--- config.mk ---
export PLATFORM = sky130hd
export DESIGN_NAME = owsf_lane
export DESIGN_NICKNAME = d
export VERILOG_FILES = /design/src/rtl/core/owsf_pkg.sv /design/src/rtl/core/owsf_lane.sv
export SDC_FILE = /design/constraint.sdc
export NUM_CORES = 2
export LEC_CHECK = 0
export BUFFER_PORTS_ARGS = -buffer_cell sky130_fd_sc_hd__buf_2
export CAP_MARGIN = 20
export CORE_ASPECT_RATIO = 1.75
export CORE_MARGIN = 3
export CORE_UTILIZATION = 50
export DETAILED_ROUTE_END_ITERATION = 8
export PLACE_DENSITY = 0.66
export SLEW_MARGIN = 0
export SYNTH_ARGS = -nofsm -noshare
export SYNTH_HDL_FRONTEND = slang
export SYNTH_SLANG_ARGS = --single-unit
--- constraint.sdc ---
create_clock -name aclk -period 9 [get_ports aclk]
set_input_delay 2.7 -clock aclk [delete_from_list [all_inputs] [get_ports aclk]]
set_output_delay 2.7 -clock aclk [all_outputs]
set_load 0.01 [all_outputs]
--- src/rtl/core/owsf_pkg.sv ---
`default_nettype none

package owsf_pkg;

    localparam int DEF_SPEED_BITS      = 16;
    localparam int DEF_COEFF_FRAC_BITS = 10;

    localparam int COEFF_W    = 16;
    localparam int CFG_W      = 3 * COEFF_W;
    localparam int NUM_CFG    = 5;
    localparam int CFG_ADDR_W = 3;
    localparam int NUM_WHEELS = 4;

    // pipeline stages, in order
    localparam int STG_SUM     = 0;
    localparam int STG_PROD    = 1;
    localparam int STG_ERR     = 2;
    localparam int STG_MUL     = 3;
    localparam int STG_SAT     = 4;
    localparam int STG_OUT     = 5;
    localparam int PIPE_STAGES = 6;

    typedef enum logic [CFG_ADDR_W-1:0] {
        REG_BODY_COEFFS = 3'd0,
        REG_GAIN_ROW_0  = 3'd1,
        REG_GAIN_ROW_1  = 3'd2,
        REG_GAIN_ROW_2  = 3'd3,
        REG_GAIN_ROW_3  = 3'd4
    } cfg_index_t;

    typedef struct packed {
        logic ld_sum;
        logic ld_prod;
        logic ld_err;
    } owsf_body_ctl_t;

    typedef struct packed {
        logic ld_mul;
        logic ld_sat;
    } owsf_lane_ctl_t;

    // width of a body velocity error; holds the error whenever the fraction width is at most 20
    function automatic int err_width(input int speed_bits, input int frac_bits);
        return speed_bits + 21 - frac_bits;
    endfunction

endpackage

`default_nettype wire

--- src/rtl/core/owsf_lane.sv ---
`default_nettype none

module owsf_lane import owsf_pkg::*; #(
    parameter int SPEED_BITS      = DEF_SPEED_BITS,
    parameter int COEFF_FRAC_BITS = DEF_COEFF_FRAC_BITS,
    localparam int ERR_W          = err_width(SPEED_BITS, COEFF_FRAC_BITS)
) (
    input  wire logic                  aclk,
    input  wire owsf_lane_ctl_t        ctl,
    input  wire logic [CFG_W-1:0]      gains,
    input  wire logic [3*ERR_W-1:0]    err,
    input  wire logic [SPEED_BITS-1:0] wheel,
    output logic      [SPEED_BITS-1:0] drive,
    output logic                       clip
);

    localparam int S     = SPEED_BITS;
    localparam int F     = COEFF_FRAC_BITS;
    localparam int MW    = ERR_W + COEFF_W;
    localparam int ACC_W = MW + 2;
    localparam int RND_W = ACC_W - F;
    localparam int RW    = RND_W + 1;
    localparam logic signed [ACC_W-1:0] HALF = ACC_W'(1) << (F - 1);
    localparam logic signed [RW-1:0]    SMAX = RW'({1'b0, {(S-1){1'b1}}});
    localparam logic signed [RW-1:0]    SMIN = ~SMAX;

    logic signed [MW-1:0] mul_reg [3];
    logic signed [MW-1:0] mul_next [3];
    logic [S-1:0]         whl4_reg;

    logic signed [ACC_W-1:0] acc, acc_h;
    logic signed [RND_W-1:0] rnd;
    logic signed [RW-1:0]    sum;

    logic [S-1:0] drive_reg, drive_next;
    logic         clip_reg, clip_next;

    always_comb begin
        for (int n = 0; n < 3; n++) begin
            mul_next[n] = MW'($signed(gains[n*COEFF_W +: COEFF_W]))
                        * MW'($signed(err[n*ERR_W +: ERR_W]));
        end
    end

    always_comb begin
        acc   = ACC_W'(mul_reg[0]) + ACC_W'(mul_reg[1]) + ACC_W'(mul_reg[2]);
        acc_h = acc + HALF;
        rnd   = $signed(acc_h[ACC_W-1:F]);
        sum   = RW'(rnd) + RW'($signed(whl4_reg));
        if (sum > SMAX) begin
            drive_next = SMAX[S-1:0];
            clip_next  = 1'b1;
        end else if (sum < SMIN) begin
            drive_next = SMIN[S-1:0];
            clip_next  = 1'b1;
        end else begin
            drive_next = sum[S-1:0];
            clip_next  = 1'b0;
        end
    end

    always_ff @(posedge aclk) begin
        if (ctl.ld_mul) begin
            for (int n = 0; n < 3; n++) begin
                mul_reg[n] <= mul_next[n];
            end
            whl4_reg <= wheel;
        end
        if (ctl.ld_sat) begin
            drive_reg <= drive_next;
            clip_reg  <= clip_next;
        end
    end

    assign drive = drive_reg;
    assign clip  = clip_reg;

endmodule

`default_nettype wire

# Word level (Yosys, flattened, before mapping)
# Memories as Yosys holds them, arrays and structs flattened.
# Index checks and enable logic that the tools add are counted.
# W data, S select, Z words.
[word_totals] register_bits=33 n_memories=1 input_bits=148 mem_bits_rw=129 output_inout_bits=17
[memory_table] name="mul_reg" depth=3 width=43 read_ports=3 rd_ports_with_merged_regs=0 write_ports=3 line="owsf_lane.sv:27" text="logic signed [MW-1:0] mul_reg [3];"
[classes] mul=3 mux=4 magnitude_cmp=2 n_addsub=4
[op_table] op="$mul A16 B27 Y43" n=3
[op_table] op="$add A44 B43 Y45" n=1
[op_table] op="$add A45 B11 Y45 const B" n=1
[op_table] op="$add A43 B43 Y44" n=1
[op_table] op="$add A35 B16 Y36" n=1
[op_table] op="$gt A36 B16 Y1 const B" n=1
[op_table] op="$lt A36 B16 Y1 const B" n=1
[op_table] op="$mux W16" n=1
[op_table] op="$mux W1" n=3

# Longest topological paths before layout
[depth] word_depth=6 depth_mapped=29 mapped_depth_nobuf=28

# Worst setup path after synthesis
# OpenSTA, ideal clock, no wires.
[synth_path] path_type="input port to flip-flop" start="in gains[17]" end="mem mul_reg[0][82] (netlist name), data pin" path_stages=24 n_path_buf=2 setup_ns=0.259 arrival_ns=8.798 path_slack_ns=-0.057 path_cell_list="clkbuf_1 > clkbuf_1 > nand2_1 > fa_1 > inv_1 > fa_1 > inv_1 > fa_1 > fa_1 > fa_1 > inv_1 > fa_1 > ha_1 > a21o_1 > a21o_1 > a221oi_1 > nand3b_1 > nor3_1 > nor2_1 > a31oi_1 > o211ai_1 > a31oi_1 > nor4b_1 > a211o_1"
[synth_lines] item="start, declared" line="owsf_lane.sv:10" text="input wire logic [CFG_W-1:0] gains,"
[synth_lines] item="end, declared" line="owsf_lane.sv:27"

==> load_flow_metrics.sql <==
INSERT INTO impl_metrics (metric_group, metric, value, unit) VALUES
('outcome', 'result_of_the_run', 'finished, final reports clean', ''),
('grt', 'grt_antenna_before_repair', '4', ''),
('floorplanning', 'placeable_core_region', '110400', 'µm²'),
('min_path', 'min_path_type', 'flop to flop', ''),
('synth', 'yosys_warns', '0', ''),
('grt', 'number_of_global_route_vias_before_repair', '46700', ''),
('setup_path', 'setup.worst_path.start', 'gains[35]', ''),
('setup_path', 'critical_path.endpoint_type', 'flop', ''),
('floorplanning', 'die_w', '258.6', 'µm'),
('synth', 'synth_top_cell_by_area', 'sky130_fd_sc_hd__fa_1', ''),
('sta', 'clock-skew-final', '16.96', 'ps'),
('synth', 'synth_enable_flop_cells', '162', ''),
('drt', 'antenna_left', '0', ''),
('synth', 'synth_area_leaders', 'sky130_fd_sc_hd__fa_1 (46%), sky130_fd_sc_hd__inv_1 (9.8%), sky130_fd_sc_hd__ha_1 (9.7%)', ''),
('cts', 'ctsResizeCount', '0', ''),
('synth', 'synth_largest_type_area_fraction', '46.28', '%'),
('run', 'max_cap_violations', '0', ''),
('sta', 'relSlewSlack', '32.35', '%'),
('setup_path', 'worst-path-max-fanout', '13', ''),
('synth', 'synthCells', '5990', ''),
('synth', 'synthesis.nets', '7863', ''),
('sta', 'setup_viol_count_final', '0', ''),
('drt', 'vias_after_detailed_routing', '41350', ''),
('min_path', 'worst_hold_startpoint', 'whl4_reg[0]', ''),
('cts', 'worst_skew_pair.late_latency', '470', 'ps'),
('setup_path', 'crit_path_required_time', '9200', 'ps'),
('synth', 'top_reg_cell_synth', 'sky130_fd_sc_hd__edfxtp_1', ''),
('floorplanning', 'floorplan.die.height', '448.1', 'µm'),
('sta', 'clock.fmax', '0.1154', 'GHz'),
('sta', 'final.min_clock_period', '8665', 'ps'),
('cells_and_area', 'syn2layout_area_growth', '8.983', '%'),
('drt', 'drc', '0', ''),
('synth', 'yosys_register_bits', '162', ''),
('sta', 'worst-slew-pin-transition', '1015', 'ps'),
('synth', 'synthesis.area', '55840', 'µm²'),
('synth', 'synthTopCellsByCount', 'sky130_fd_sc_hd__inv_1 (1458), sky130_fd_sc_hd__fa_1 (1291), sky130_fd_sc_hd__nand2_1 (846)', ''),
('grt', 'global_route_wire_length_before_repair', '243000', 'µm'),
('drt', 'drt_wl_total', '150200', 'µm'),
('cells_and_area', 'nets', '8144', ''),
('synth', 'synthMostInstantiatedCell', 'sky130_fd_sc_hd__inv_1', ''),
('cells_and_area', 'layout-drive-gt1-share', '8.752', '%'),
('floorplanning', 'floorplan.initialDensity', '50.58', '%'),
('cts', 'post_cts_hold_buffer_count', '0', ''),
('setup_path', 'timing.critical_path.cells', 'buf_2, nand2_1, fa_1, inv_1, fa_1, inv_1, fa_1, inv_1, fa_1, inv_1, fa_1, inv_1, fa_1, ha_1, and3_1, o221ai_1, a21boi_0, nor2_1, o32a_1, a211o_1, a31oi_1, o21a_1, nor2_1, xnor2_1', ''),
('sta', 'grt_setup_unrepaired', 'no', ''),
('synth', 'synthesis.area_per_instance', '9.322', 'µm²'),
('floorplanning', 'num_rows', '161', ''),
('place', 'port_buffers', '164', ''),
('cts', 'cts_tree', 'yes', ''),
('grt', 'grt_start_max_net_pins', '82', ''),
('cts', 'cts.path.max_buffers', '2', ''),
('setup_path', 'worst_setup_path_start_kind', 'input pin', ''),
('drt', 'drt-pass1-iter-count', '6', ''),
('sta', 'setup_total_negative_slack', '0', 'ps'),
('synth', 'synth_sequential_area_ratio', '8.712', '%'),
('synth', 'synthDistinctLibCells', '75', ''),
('grt', 'gr-total-overflow', '0', ''),
('sta', 'final-hold-violation-count', '0', ''),
('floorplanning', 'design.die.area', '115900', 'µm²'),
('drt', 'drt-initial-drc-count', '2147', ''),
('cells_and_area', 'largest_reg_flops', '129', ''),
('grt', 'groute.usage.overall', '27.13', '%'),
('setup_path', 'critPathMaxStageDelay', '540', 'ps'),
('drt', 'post_drt_wl_per_cell', '19.38', 'µm'),
('setup_path', 'critPathKind', 'input pin to flop', ''),
('cts', 'cts_htree_levels', '4', ''),
('place', 'hpwl', '131500', 'µm'),
('floorplanning', 'io-pin-count', '165', ''),
('cts', 'clk_pin_slew', '80', 'ps'),
('setup_path', 'worstReg2RegStart', 'mul_reg[0][8]', ''),
('cts', 'clock_sink_total', '162', '');
[per-stage QoR]
step | hold WS, ps | setup WS, ps | area, µm² | util [%] | std cells
after floorplan | 671.2 | -1.111 | 55840 | - | 5990
after global placement | 713.9 | -176.5 | 60200 | 54.53 | 7717
after CTS | 762.6 | 232.2 | 60800 | 55.08 | 7749
after global routing | 779.2 | 0.04441 | 60850 | 55.12 | 7751
after detailed placement | 741.3 | -272.9 | 60200 | 54.53 | 7717
final | 750.5 | 335.3 | 60850 | 55.13 | 7753
[routing by layer]
| metal | track usage, % | routed length [µm] | vias up |
|---|---|---|---|
| met5 | 0 | 13 | - |
| met4 | 16.72 | 11440 | 2 |
| met3 | 3.157 | 5847 | 515 |
| met2 | 52.13 | 83130 | 1193 |
| met1 | 27.79 | 49790 | 21200 |
| li1 | - | - | 18440 |
[final cells by class]
type | count | area [µm²]
fill | 10080 | 49540
clock inverter | 14 | 167.7
clock buffer | 18 | 429.2
antenna | 2 | 5.005
inverter | 1458 | 5473
tap | 1467 | 1836
sequential | 162 | 4865
timing repair buffer | 487 | 3426
multi-input combinational | 4145 | 44650
[critical path: cells and delay by family]
family	cells	cell delay (ps)
AOI/OAI and AO/OA	6	1530
xor gates and xnor gates	1	150
adders and majority gates	7	3310
buffers and inverters	6	650
and+or+nand+nor	4	510
[worst paths after layout]
check / to / slack [ps] / cells after the start
max: mul_reg[0][127] / 340 / 24
min: drive[0] / 750 / 3
max reg2reg: drive[4] / 920 / 28
min reg2reg: drive[0] / 750 / 3
[cells by family after synthesis]
family | Yosys count | share of synthesized area [%]
multiplexers | 5 | 0.09187
buffers and inverters | 1683 | 11.34
flip-flops | 162 | 8.712
AO/OA/AOI/OAI | 503 | 6.019
AND/OR/NAND/NOR | 1730 | 14.97
adder cells (fa/ha/maj) | 1725 | 56.01
XOR/XNOR | 182 | 2.855
[cells in the final DEF, fill, tap and decap left out, types with 12 or more instances in the layout]
master / Yosys / routed
sky130_fd_sc_hd__nand4_1: 20 / 20
sky130_fd_sc_hd__o21bai_1: 29 / 29
sky130_fd_sc_hd__clkbuf_16: 0 / 17
sky130_fd_sc_hd__nor2_1: 111 / 111
sky130_fd_sc_hd__a21o_1: 67 / 67
sky130_fd_sc_hd__and3_1: 21 / 21
sky130_fd_sc_hd__fa_1: 1291 / 1291
sky130_fd_sc_hd__o21ai_0: 77 / 77
sky130_fd_sc_hd__ha_1: 434 / 434
sky130_fd_sc_hd__o21a_1: 36 / 36
sky130_fd_sc_hd__nand2b_1: 100 / 100
sky130_fd_sc_hd__buf_2: 0 / 155
sky130_fd_sc_hd__buf_4: 0 / 311
sky130_fd_sc_hd__nor2b_1: 22 / 22
sky130_fd_sc_hd__nand3_1: 64 / 64
sky130_fd_sc_hd__o211ai_1: 15 / 15
sky130_fd_sc_hd__and2_1: 458 / 458
sky130_fd_sc_hd__xor2_1: 43 / 43
sky130_fd_sc_hd__edfxtp_1: 162 / 162
sky130_fd_sc_hd__nor3_1: 37 / 37
sky130_fd_sc_hd__inv_1: 1458 / 1458
sky130_fd_sc_hd__xnor2_1: 139 / 139
sky130_fd_sc_hd__buf_12: 0 / 12
sky130_fd_sc_hd__a31oi_1: 12 / 12
sky130_fd_sc_hd__a211oi_1: 22 / 21
sky130_fd_sc_hd__nand2_1: 846 / 846
sky130_fd_sc_hd__a21oi_1: 153 / 153
Power is not shown: default switching activity piles up to over one toggle a cycle in this logic, so the estimate is an artifact.
