$ cat src/rtl/core/owsf_pkg.sv
`default_nettype none

package owsf_pkg;

    localparam int DEF_SPEED_BITS      = 16;
    localparam int DEF_COEFF_FRAC_BITS = 10;

    localparam int COEFF_W    = 16;
    localparam int CFG_W      = 3 * COEFF_W;
    localparam int NUM_CFG    = 5;
    localparam int CFG_ADDR_W = 3;
    localparam int NUM_WHEELS = 4;

    // pipeline stages, in order
    localparam int STG_SUM     = 0;
    localparam int STG_PROD    = 1;
    localparam int STG_ERR     = 2;
    localparam int STG_MUL     = 3;
    localparam int STG_SAT     = 4;
    localparam int STG_OUT     = 5;
    localparam int PIPE_STAGES = 6;

    typedef enum logic [CFG_ADDR_W-1:0] {
        REG_BODY_COEFFS = 3'd0,
        REG_GAIN_ROW_0  = 3'd1,
        REG_GAIN_ROW_1  = 3'd2,
        REG_GAIN_ROW_2  = 3'd3,
        REG_GAIN_ROW_3  = 3'd4
    } cfg_index_t;

    typedef struct packed {
        logic ld_sum;
        logic ld_prod;
        logic ld_err;
    } owsf_body_ctl_t;

    typedef struct packed {
        logic ld_mul;
        logic ld_sat;
    } owsf_lane_ctl_t;

    // width of a body velocity error; holds the error whenever the fraction width is at most 20
    function automatic int err_width(input int speed_bits, input int frac_bits);
        return speed_bits + 21 - frac_bits;
    endfunction

endpackage

`default_nettype wire

$ cat src/rtl/core/owsf_body_est.sv
`default_nettype none

module owsf_body_est import owsf_pkg::*; #(
    parameter int SPEED_BITS      = DEF_SPEED_BITS,
    parameter int COEFF_FRAC_BITS = DEF_COEFF_FRAC_BITS,
    localparam int ERR_W          = err_width(SPEED_BITS, COEFF_FRAC_BITS)
) (
    input  wire logic                             aclk,
    input  wire owsf_body_ctl_t                   ctl,
    input  wire logic [3*SPEED_BITS-1:0]          target,
    input  wire logic [NUM_WHEELS*SPEED_BITS-1:0] wheel,
    input  wire logic [CFG_W-1:0]                 coeffs,
    output logic      [3*ERR_W-1:0]               err,
    output logic      [NUM_WHEELS*SPEED_BITS-1:0] wheel_out
);

    localparam int S      = SPEED_BITS;
    localparam int F      = COEFF_FRAC_BITS;
    localparam int PW     = S + 18;
    localparam int BODY_W = S + 20;
    localparam int RND_W  = BODY_W - F;
    localparam int CC_W   = COEFF_W + 1;
    localparam logic signed [CC_W-1:0]   ONE  = CC_W'(1) << F;
    localparam logic signed [BODY_W-1:0] HALF = BODY_W'(1) << (F - 1);

    logic signed [S-1:0] w [NUM_WHEELS];

    logic signed [COEFF_W-1:0] ci, cj, ck;
    logic signed [CC_W-1:0]    cj_c, ck_c;

    // stage 1: wheel sums and differences
    logic signed [S+1:0] d_cross_reg, d_cross_next;
    logic signed [S:0]   d_fdiff_reg, d_fdiff_next;
    logic signed [S:0]   d_bdiff_reg, d_bdiff_next;
    logic signed [S:0]   d_fsum_reg, d_fsum_next;
    logic signed [S:0]   d_bsum_reg, d_bsum_next;
    logic [3*S-1:0]          tgt1_reg;
    logic [NUM_WHEELS*S-1:0] whl1_reg;

    // stage 2: products
    logic signed [PW-1:0] p_x_reg, p_x_next;
    logic signed [PW-1:0] p_jf_reg, p_jf_next;
    logic signed [PW-1:0] p_jb_reg, p_jb_next;
    logic signed [PW-1:0] p_kf_reg, p_kf_next;
    logic signed [PW-1:0] p_kb_reg, p_kb_next;
    logic [3*S-1:0]          tgt2_reg;
    logic [NUM_WHEELS*S-1:0] whl2_reg;

    // stage 3: rounded body velocity and error
    logic signed [BODY_W-1:0] body [3];
    logic signed [BODY_W-1:0] body_h [3];
    logic signed [RND_W-1:0]  rnd [3];
    logic [3*ERR_W-1:0]       err_reg, err_next;
    logic [NUM_WHEELS*S-1:0]  whl3_reg;

    always_comb begin
        for (int n = 0; n < NUM_WHEELS; n++) begin
            w[n] = $signed(wheel[n*S +: S]);
        end
    end

    assign ci   = $signed(coeffs[0 +: COEFF_W]);
    assign cj   = $signed(coeffs[COEFF_W +: COEFF_W]);
    assign ck   = $signed(coeffs[2*COEFF_W +: COEFF_W]);
    assign cj_c = ONE - CC_W'(cj);
    assign ck_c = ONE - CC_W'(ck);

    always_comb begin
        d_cross_next = (S+2)'(w[2]) + (S+2)'(w[3]) - (S+2)'(w[0]) - (S+2)'(w[1]);
        d_fdiff_next = (S+1)'(w[0]) - (S+1)'(w[1]);
        d_bdiff_next = (S+1)'(w[3]) - (S+1)'(w[2]);
        d_fsum_next  = (S+1)'(w[0]) + (S+1)'(w[1]);
        d_bsum_next  = (S+1)'(w[2]) + (S+1)'(w[3]);
    end

    always_comb begin
        p_x_next  = PW'(ci)   * PW'(d_cross_reg);
        p_jf_next = PW'(cj)   * PW'(d_fdiff_reg);
        p_jb_next = PW'(cj_c) * PW'(d_bdiff_reg);
        p_kf_next = PW'(ck)   * PW'(d_fsum_reg);
        p_kb_next = PW'(ck_c) * PW'(d_bsum_reg);
    end

    always_comb begin
        body[0] = BODY_W'(p_x_reg);
        body[1] = BODY_W'(p_jf_reg) + BODY_W'(p_jb_reg);
        body[2] = BODY_W'(p_kf_reg) + BODY_W'(p_kb_reg);
        for (int n = 0; n < 3; n++) begin
            body_h[n] = body[n] + HALF;
            rnd[n]    = $signed(body_h[n][BODY_W-1:F]);
            err_next[n*ERR_W +: ERR_W] =
                ERR_W'($signed(tgt2_reg[n*S +: S])) - ERR_W'(rnd[n]);
        end
    end

    always_ff @(posedge aclk) begin
        if (ctl.ld_sum) begin
            d_cross_reg <= d_cross_next;
            d_fdiff_reg <= d_fdiff_next;
            d_bdiff_reg <= d_bdiff_next;
            d_fsum_reg  <= d_fsum_next;
            d_bsum_reg  <= d_bsum_next;
            tgt1_reg    <= target;
            whl1_reg    <= wheel;
        end
        if (ctl.ld_prod) begin
            p_x_reg  <= p_x_next;
            p_jf_reg <= p_jf_next;
            p_jb_reg <= p_jb_next;
            p_kf_reg <= p_kf_next;
            p_kb_reg <= p_kb_next;
            tgt2_reg <= tgt1_reg;
            whl2_reg <= whl1_reg;
        end
        if (ctl.ld_err) begin
            err_reg  <= err_next;
            whl3_reg <= whl2_reg;
        end
    end

    assign err       = err_reg;
    assign wheel_out = whl3_reg;

endmodule

`default_nettype wire

$ cat config.mk
export PLATFORM = sky130hd
export DESIGN_NAME = owsf_body_est
export DESIGN_NICKNAME = d
export VERILOG_FILES = /design/src/rtl/core/owsf_pkg.sv /design/src/rtl/core/owsf_body_est.sv
export SDC_FILE = /design/constraint.sdc
export NUM_CORES = 2
export LEC_CHECK = 0
export ABC_AREA = 1
export BUFFER_PORTS_ARGS = -buffer_cell sky130_fd_sc_hd__buf_2
export CORE_UTILIZATION = 55
export DETAILED_ROUTE_END_ITERATION = 7
export PLACE_DENSITY = 0.76
export SETUP_SLACK_MARGIN = 0.1
export SYNTH_ARGS = -nofsm -noshare
export SYNTH_HDL_FRONTEND = slang
export SYNTH_SLANG_ARGS = --single-unit
$ cat constraint.sdc
create_clock -name aclk -period 8.95 [get_ports aclk]
set_clock_uncertainty 0.2 [all_clocks]
set_input_delay 1.79 -clock aclk [delete_from_list [all_inputs] [get_ports aclk]]
set_output_delay 1.79 -clock aclk [all_outputs]
set_load 0.03 [all_outputs]
Word-level counts from Yosys, hierarchy flattened
Index checks and enable logic that the tools add are counted.
{"block": "op_classes", "n_mux": 0, "n_bitwise": 0, "eq_ne": 0, "n_reduce_logical": 0, "addsub": 17, "magnitude_cmp": 0, "mul": 5, "div_mod_pow": 0, "n_shift": 0}
{"op": "adder 35 x 11 -> 36 bit (second input constant)", "n": 2}
{"op": "adder 33 x 34 -> 35 bit", "n": 2}
{"op": "multiplier 17 x 17 -> 34 bit", "n": 2}
{"op": "multiplier 16 x 17 -> 33 bit", "n": 2}
{"op": "subtractor 16 x 26 -> 27 bit", "n": 2}
{"op": "adder 16 x 16 -> 17 bit", "n": 3}
{"op": "adder 34 x 11 -> 35 bit (second input constant)", "n": 1}
{"op": "multiplier 16 x 18 -> 34 bit", "n": 1}
{"op": "subtractor 12 x 16 -> 17 bit (first input constant)", "n": 2}
{"op": "subtractor 16 x 16 -> 17 bit", "n": 2}
{"op": "subtractor 16 x 25 -> 26 bit", "n": 1}
{"op": "subtractor 17 x 16 -> 18 bit", "n": 1}
{"op": "subtractor 18 x 16 -> 18 bit", "n": 1}
{"block": "totals", "ramBits": 0, "latchBits": 0, "rom_bits": 0, "regBits": 623, "wordCells": 38, "memories": 0}

Depth between registers and ports, before layout
{"block": "logic_depth", "ltp_word": 3, "depth_mapped": 38, "mapped_depth_nobuf": 35}

Worst setup path before layout
OpenSTA, ideal clock, no wires.
{"block": "synth_path", "path_kind": "input-to-reg", "start": "input port coeffs[17]", "end": "register p_jb_reg[25] (data pin)", "arrival_ns": 7.929, "n_path_buf": 3, "setup_slack_ns": 0.569, "setup_ns": 0.253, "path_stages": 32, "path_cell_list": "buf_2 -> clkbuf_1 -> inv_1 -> ha_1 -> nand2_1 -> nor2_2 -> nand2_1 -> nor2_2 -> nand4_1 -> nand2_1 -> a21o_1 -> buf_2 -> nor2_1 -> inv_1 -> fa_1 -> fa_1 -> inv_1 -> fa_1 -> fa_1 -> fa_1 -> inv_1 -> fa_1 -> inv_1 -> ha_1 -> nand2_1 -> nor2_1 -> inv_1 -> nor2_1 -> inv_1 -> or2_2 -> nand4_1 -> nand2_1"}
{"block": "synth_between", "elab_chain_cells": 2}
{"item": "from (decl)", "line_no": "owsf_body_est.sv:12", "source": "input wire logic [CFG_W-1:0] coeffs,"}
{"item": "subtractor 12 x 16 -> 17 bit", "line_no": "owsf_body_est.sv:65", "source": "assign cj_c = ONE - CC_W'(cj);"}
{"item": "multiplier 17 x 17 -> 34 bit", "line_no": "owsf_body_est.sv:79", "source": "p_jb_next = PW'(cj_c) * PW'(d_bdiff_reg);"}
{"item": "named net p_jb_next[25]", "line_no": "owsf_body_est.sv:43", "source": "logic signed [PW-1:0] p_jb_reg, p_jb_next;"}
{"item": "to (signal assigned)", "line_no": "owsf_body_est.sv:109", "source": "p_jb_reg <= p_jb_next;"}
{"item": "to (decl)", "line_no": "owsf_body_est.sv:43"}
The timed path passes the listed nets, and every way through them passes these cells.
A chain may end at the register's enable or synchronous reset.

Worst setup path after layout
{"block": "layout_path", "start": "input port coeffs[16]", "end": "register p_jb_reg[21] (data pin)"}
The elaborated chain is that of the path after synthesis.

==> flow_metrics.env <==
export IMPL_worstMarginPinSlew_ns=0.946
export IMPL_ys_seq_elements=611
export IMPL_route_detailed_drc=0
export IMPL_hold_depth=0
export IMPL_die_area_sq_um=166000
export IMPL_cp_required_ns=9.25
export IMPL_worst_path_max_delay_cell="fa_1"
export IMPL_syn2layout_area_growth_pct=7.56
export IMPL_start_kind="input port"
export IMPL_grt_setup_unrepaired="false"
export IMPL_slew_headroom=0.370
export IMPL_place_congestion=1.02
export IMPL_setup_viol=0
export IMPL_core_area_sq_um=163000
export IMPL_postCtsHoldBufs=0
export IMPL_worst_setup_path_end_kind="register"
export IMPL_critPathMaxStageDelay_ns=0.54
export IMPL_ys_types=53
export IMPL_yosys_warnings=0
export IMPL_die_w_microns=407
export IMPL_avgSynthCellArea_sq_um=8.56
export IMPL_clock_path_buffers=3
export IMPL_fin_nets=13200
export IMPL_vias=70700
export IMPL_cts_root_buf="clkbuf_16"
export IMPL_firstDrtPassIters=6
export IMPL_cts_tree="done"
export IMPL_syn_area_sq_um=90400
export IMPL_fin_crit_ns=8.18
export IMPL_rrSetupSlack_ns=1.93
export IMPL_clkSinkCount=611
export IMPL_htreeDepth=3
export IMPL_postCtsResizedCells=0
export IMPL_synth_edf_count=611
export IMPL_path_buf_inv=10
export IMPL_rows=148
export IMPL_synthCells=10600
export IMPL_io_pins=309
export IMPL_floorplan_initialDensity=0.555
export IMPL_critPathKind="in2reg"
export IMPL_clk_latency_ns=0.74
export IMPL_min_path_type="reg2reg"
export IMPL_dpl_hpwl_microns=225000
export IMPL_overflow=0
export IMPL_yosysSeqAreaShare=0.203
export IMPL_synth_top_cell_area_share=0.327
export IMPL_grtUsageTotal=0.323
export IMPL_routed_wl_microns=264000
export IMPL_arrival_ns=8.48
export IMPL_crit_top_cell="nand2_1"
export IMPL_numCtsBuffers=76
export IMPL_synth_area_leaders="fa_1 33%, edfxtp_1 20%, inv_1 11%, ha_1 10%, nand2_1 9.8%"
export IMPL_rr_endpoint="p_kf_reg[32]"
export IMPL_finalHoldViolCount=0
export IMPL_fp_dieH_microns=407
export IMPL_antenna_found_initial=15
export IMPL_via_per_inst=5.41
export IMPL_worstHoldStart="tgt1_reg[17]"
export IMPL_reg2reg_depth=17
export IMPL_yosys_area_top_type="fa_1"
export IMPL_status="finished, final reports clean"
export IMPL_grt_max_degree=136
export IMPL_layout_drive_gt1_share=0.0612
export IMPL_crit_family="adder cells"
export IMPL_numPortBuffers=308
export IMPL_drv_cap=0
export IMPL_synth_fp_nets=12900
export IMPL_cts_setup_buffers=0
export IMPL_clock_fmax_mhz=122
export IMPL_fin_util=0.596
export IMPL_final_period_utilization=0.914
export IMPL_finalMaxSlewViolations=0
export IMPL_path_clk_slew_ns=0.07
export IMPL_r2r_start="d_fsum_reg[16]"
export IMPL_async_flop_share=0
export IMPL_wire_per_inst_microns=20.2
export IMPL_grt_pass1_vias=73200
export IMPL_synthFlopType="edfxtp_1"
export IMPL_finalSetupTns_ns=0
export IMPL_final_antenna_net_count=0
export IMPL_crit_path_max_fanout=8
export IMPL_drtIter0Drc=6130
export IMPL_min_to="tgt2_reg[17]"
export IMPL_largest_register_ff_count=80
export IMPL_grt_pass1_wl_microns=414000
==> placed cells by master (no fill, tap or decap), drive strengths merged, types with 11 or more instances in the layout <==
| master | instances |
|---|---|
| fa | 1474 |
| a21boi | 24 |
| o21bai | 50 |
| nand3 | 320 |
| clkinv | 31 |
| nand2 | 2370 |
| nand4 | 99 |
| xnor2 | 77 |
| nor3 | 92 |
| o21ai | 231 |
| o21a | 15 |
| a21oi | 380 |
| or2 | 60 |
| edfxtp | 611 |
| nand3b | 29 |
| ha | 729 |
| nor2 | 791 |
| o31ai | 11 |
| nor4 | 18 |
| buf | 416 |
| xor2 | 236 |
| clkbuf | 81 |
| a21o | 36 |
| inv | 2641 |
==> stage by stage <==
stage | hold WS, ns | cell area, sq um | instances | worst slack (ns)
6_report | 0.213 | 97200 | 13100 | 0.771
5_1_grt | 0.213 | 97200 | 13100 | 0.454
4_1_cts | 0.209 | 97200 | 13000 | 0.910
3_5_place_dp | 0.205 | 94500 | 12900 | 0.116
3_3_place_gp | 0.201 | 94500 | 12900 | 0.174
2_1_floorplan | 0.200 | 90400 | 10600 | 0.569
==> cell type report <==
class,instances,area (sq um)
multi-input combinational,7079,61200
timing repair buffer,416,2400
inverter,2630,9880
antenna,5,12.5
sequential,611,18300
clock inverter,57,677
tap,2175,2720
clock buffer,81,1960
fill,14500,65800
==> cells by family (layout without fill, tap and decap cells) <==
family,after synthesis,count (layout),synth area share
and+or+nand+nor,3793,3793,0.172
adders and majority gates,2203,2203,0.427
xor gates and xnor gates,313,313,0.0306
other,0,5,0
AOI/OAI and AO/OA,770,770,0.0471
buffers and inverters,2861,3184,0.120
DFF,611,611,0.203
==> cell usage after synthesis (4+ instances only) <==
| master | number |
|---|---|
| a31oi_1 | 10 |
| o21ai_1 | 4 |
| and3_1 | 6 |
| nor2_1 | 773 |
| inv_2 | 9 |
| clkbuf_1 | 179 |
| o31ai_1 | 11 |
| nand3b_1 | 29 |
| xnor2_1 | 76 |
| buf_4 | 4 |
| nor2_2 | 16 |
| ha_1 | 729 |
| clkinv_1 | 5 |
| a21boi_0 | 24 |
| a21o_1 | 36 |
| and2_1 | 4 |
| a21oi_1 | 380 |
| o21bai_1 | 50 |
| fa_1 | 1474 |
| nand4_1 | 98 |
| o21ai_0 | 224 |
| buf_2 | 24 |
| inv_1 | 2613 |
| nand2_1 | 2350 |
| o21a_1 | 15 |
| nor3_1 | 88 |
| buf_1 | 20 |
| nand3_1 | 317 |
| o211ai_1 | 8 |
| edfxtp_1 | 611 |
| xor2_1 | 235 |
| nand2b_1 | 4 |
| nand2_2 | 17 |
| or2_2 | 60 |
| nor4_1 | 16 |
| buf_6 | 4 |
==> worst register-to-register path, stage by stage, from the launching register on <==
cell	delay (ns)
edfxtp_1	0.85
nand2_1	0.23
inv_1	0.17
fa_1	0.51
fa_1	0.69
fa_1	0.70
inv_1	0.11
fa_1	0.47
fa_1	0.50
fa_1	0.50
inv_1	0.05
ha_1	0.51
a21oi_1	0.65
nand2_1	0.15
a21oi_1	0.18
nand3_1	0.10
nand2_1	0.06
nand2_1	0.13
==> routing by layer <==
layer | vias up | part of all wire | wire length, microns | track usage
met5 | - | 0.00041 | 107 | 0
met4 | 14 | 0.031 | 8150 | 0.0974
met3 | 414 | 0.086 | 22800 | 0.0670
met2 | 2755 | 0.45 | 118000 | 0.502
met1 | 35100 | 0.43 | 114000 | 0.458
li1 | 32300 | - | - | -
==> worst max-delay path by stage <==
stage                from      endpoint  depth (start not counted)
5_1_grt        coeffs[16]  p_jb_reg[21]                         33
2_1_floorplan  coeffs[17]  p_jb_reg[25]                         32
3_3_place_gp   coeffs[16]  p_jb_reg[33]                         33
3_5_place_dp   coeffs[16]  p_jb_reg[21]                         33
6_report       coeffs[16]  p_jb_reg[21]                         33
4_1_cts        coeffs[16]  p_jb_reg[21]                         33
Power is left out: the tool's default activity adds up to more than one toggle a clock period on the data nets, which glitch-free logic cannot reach.
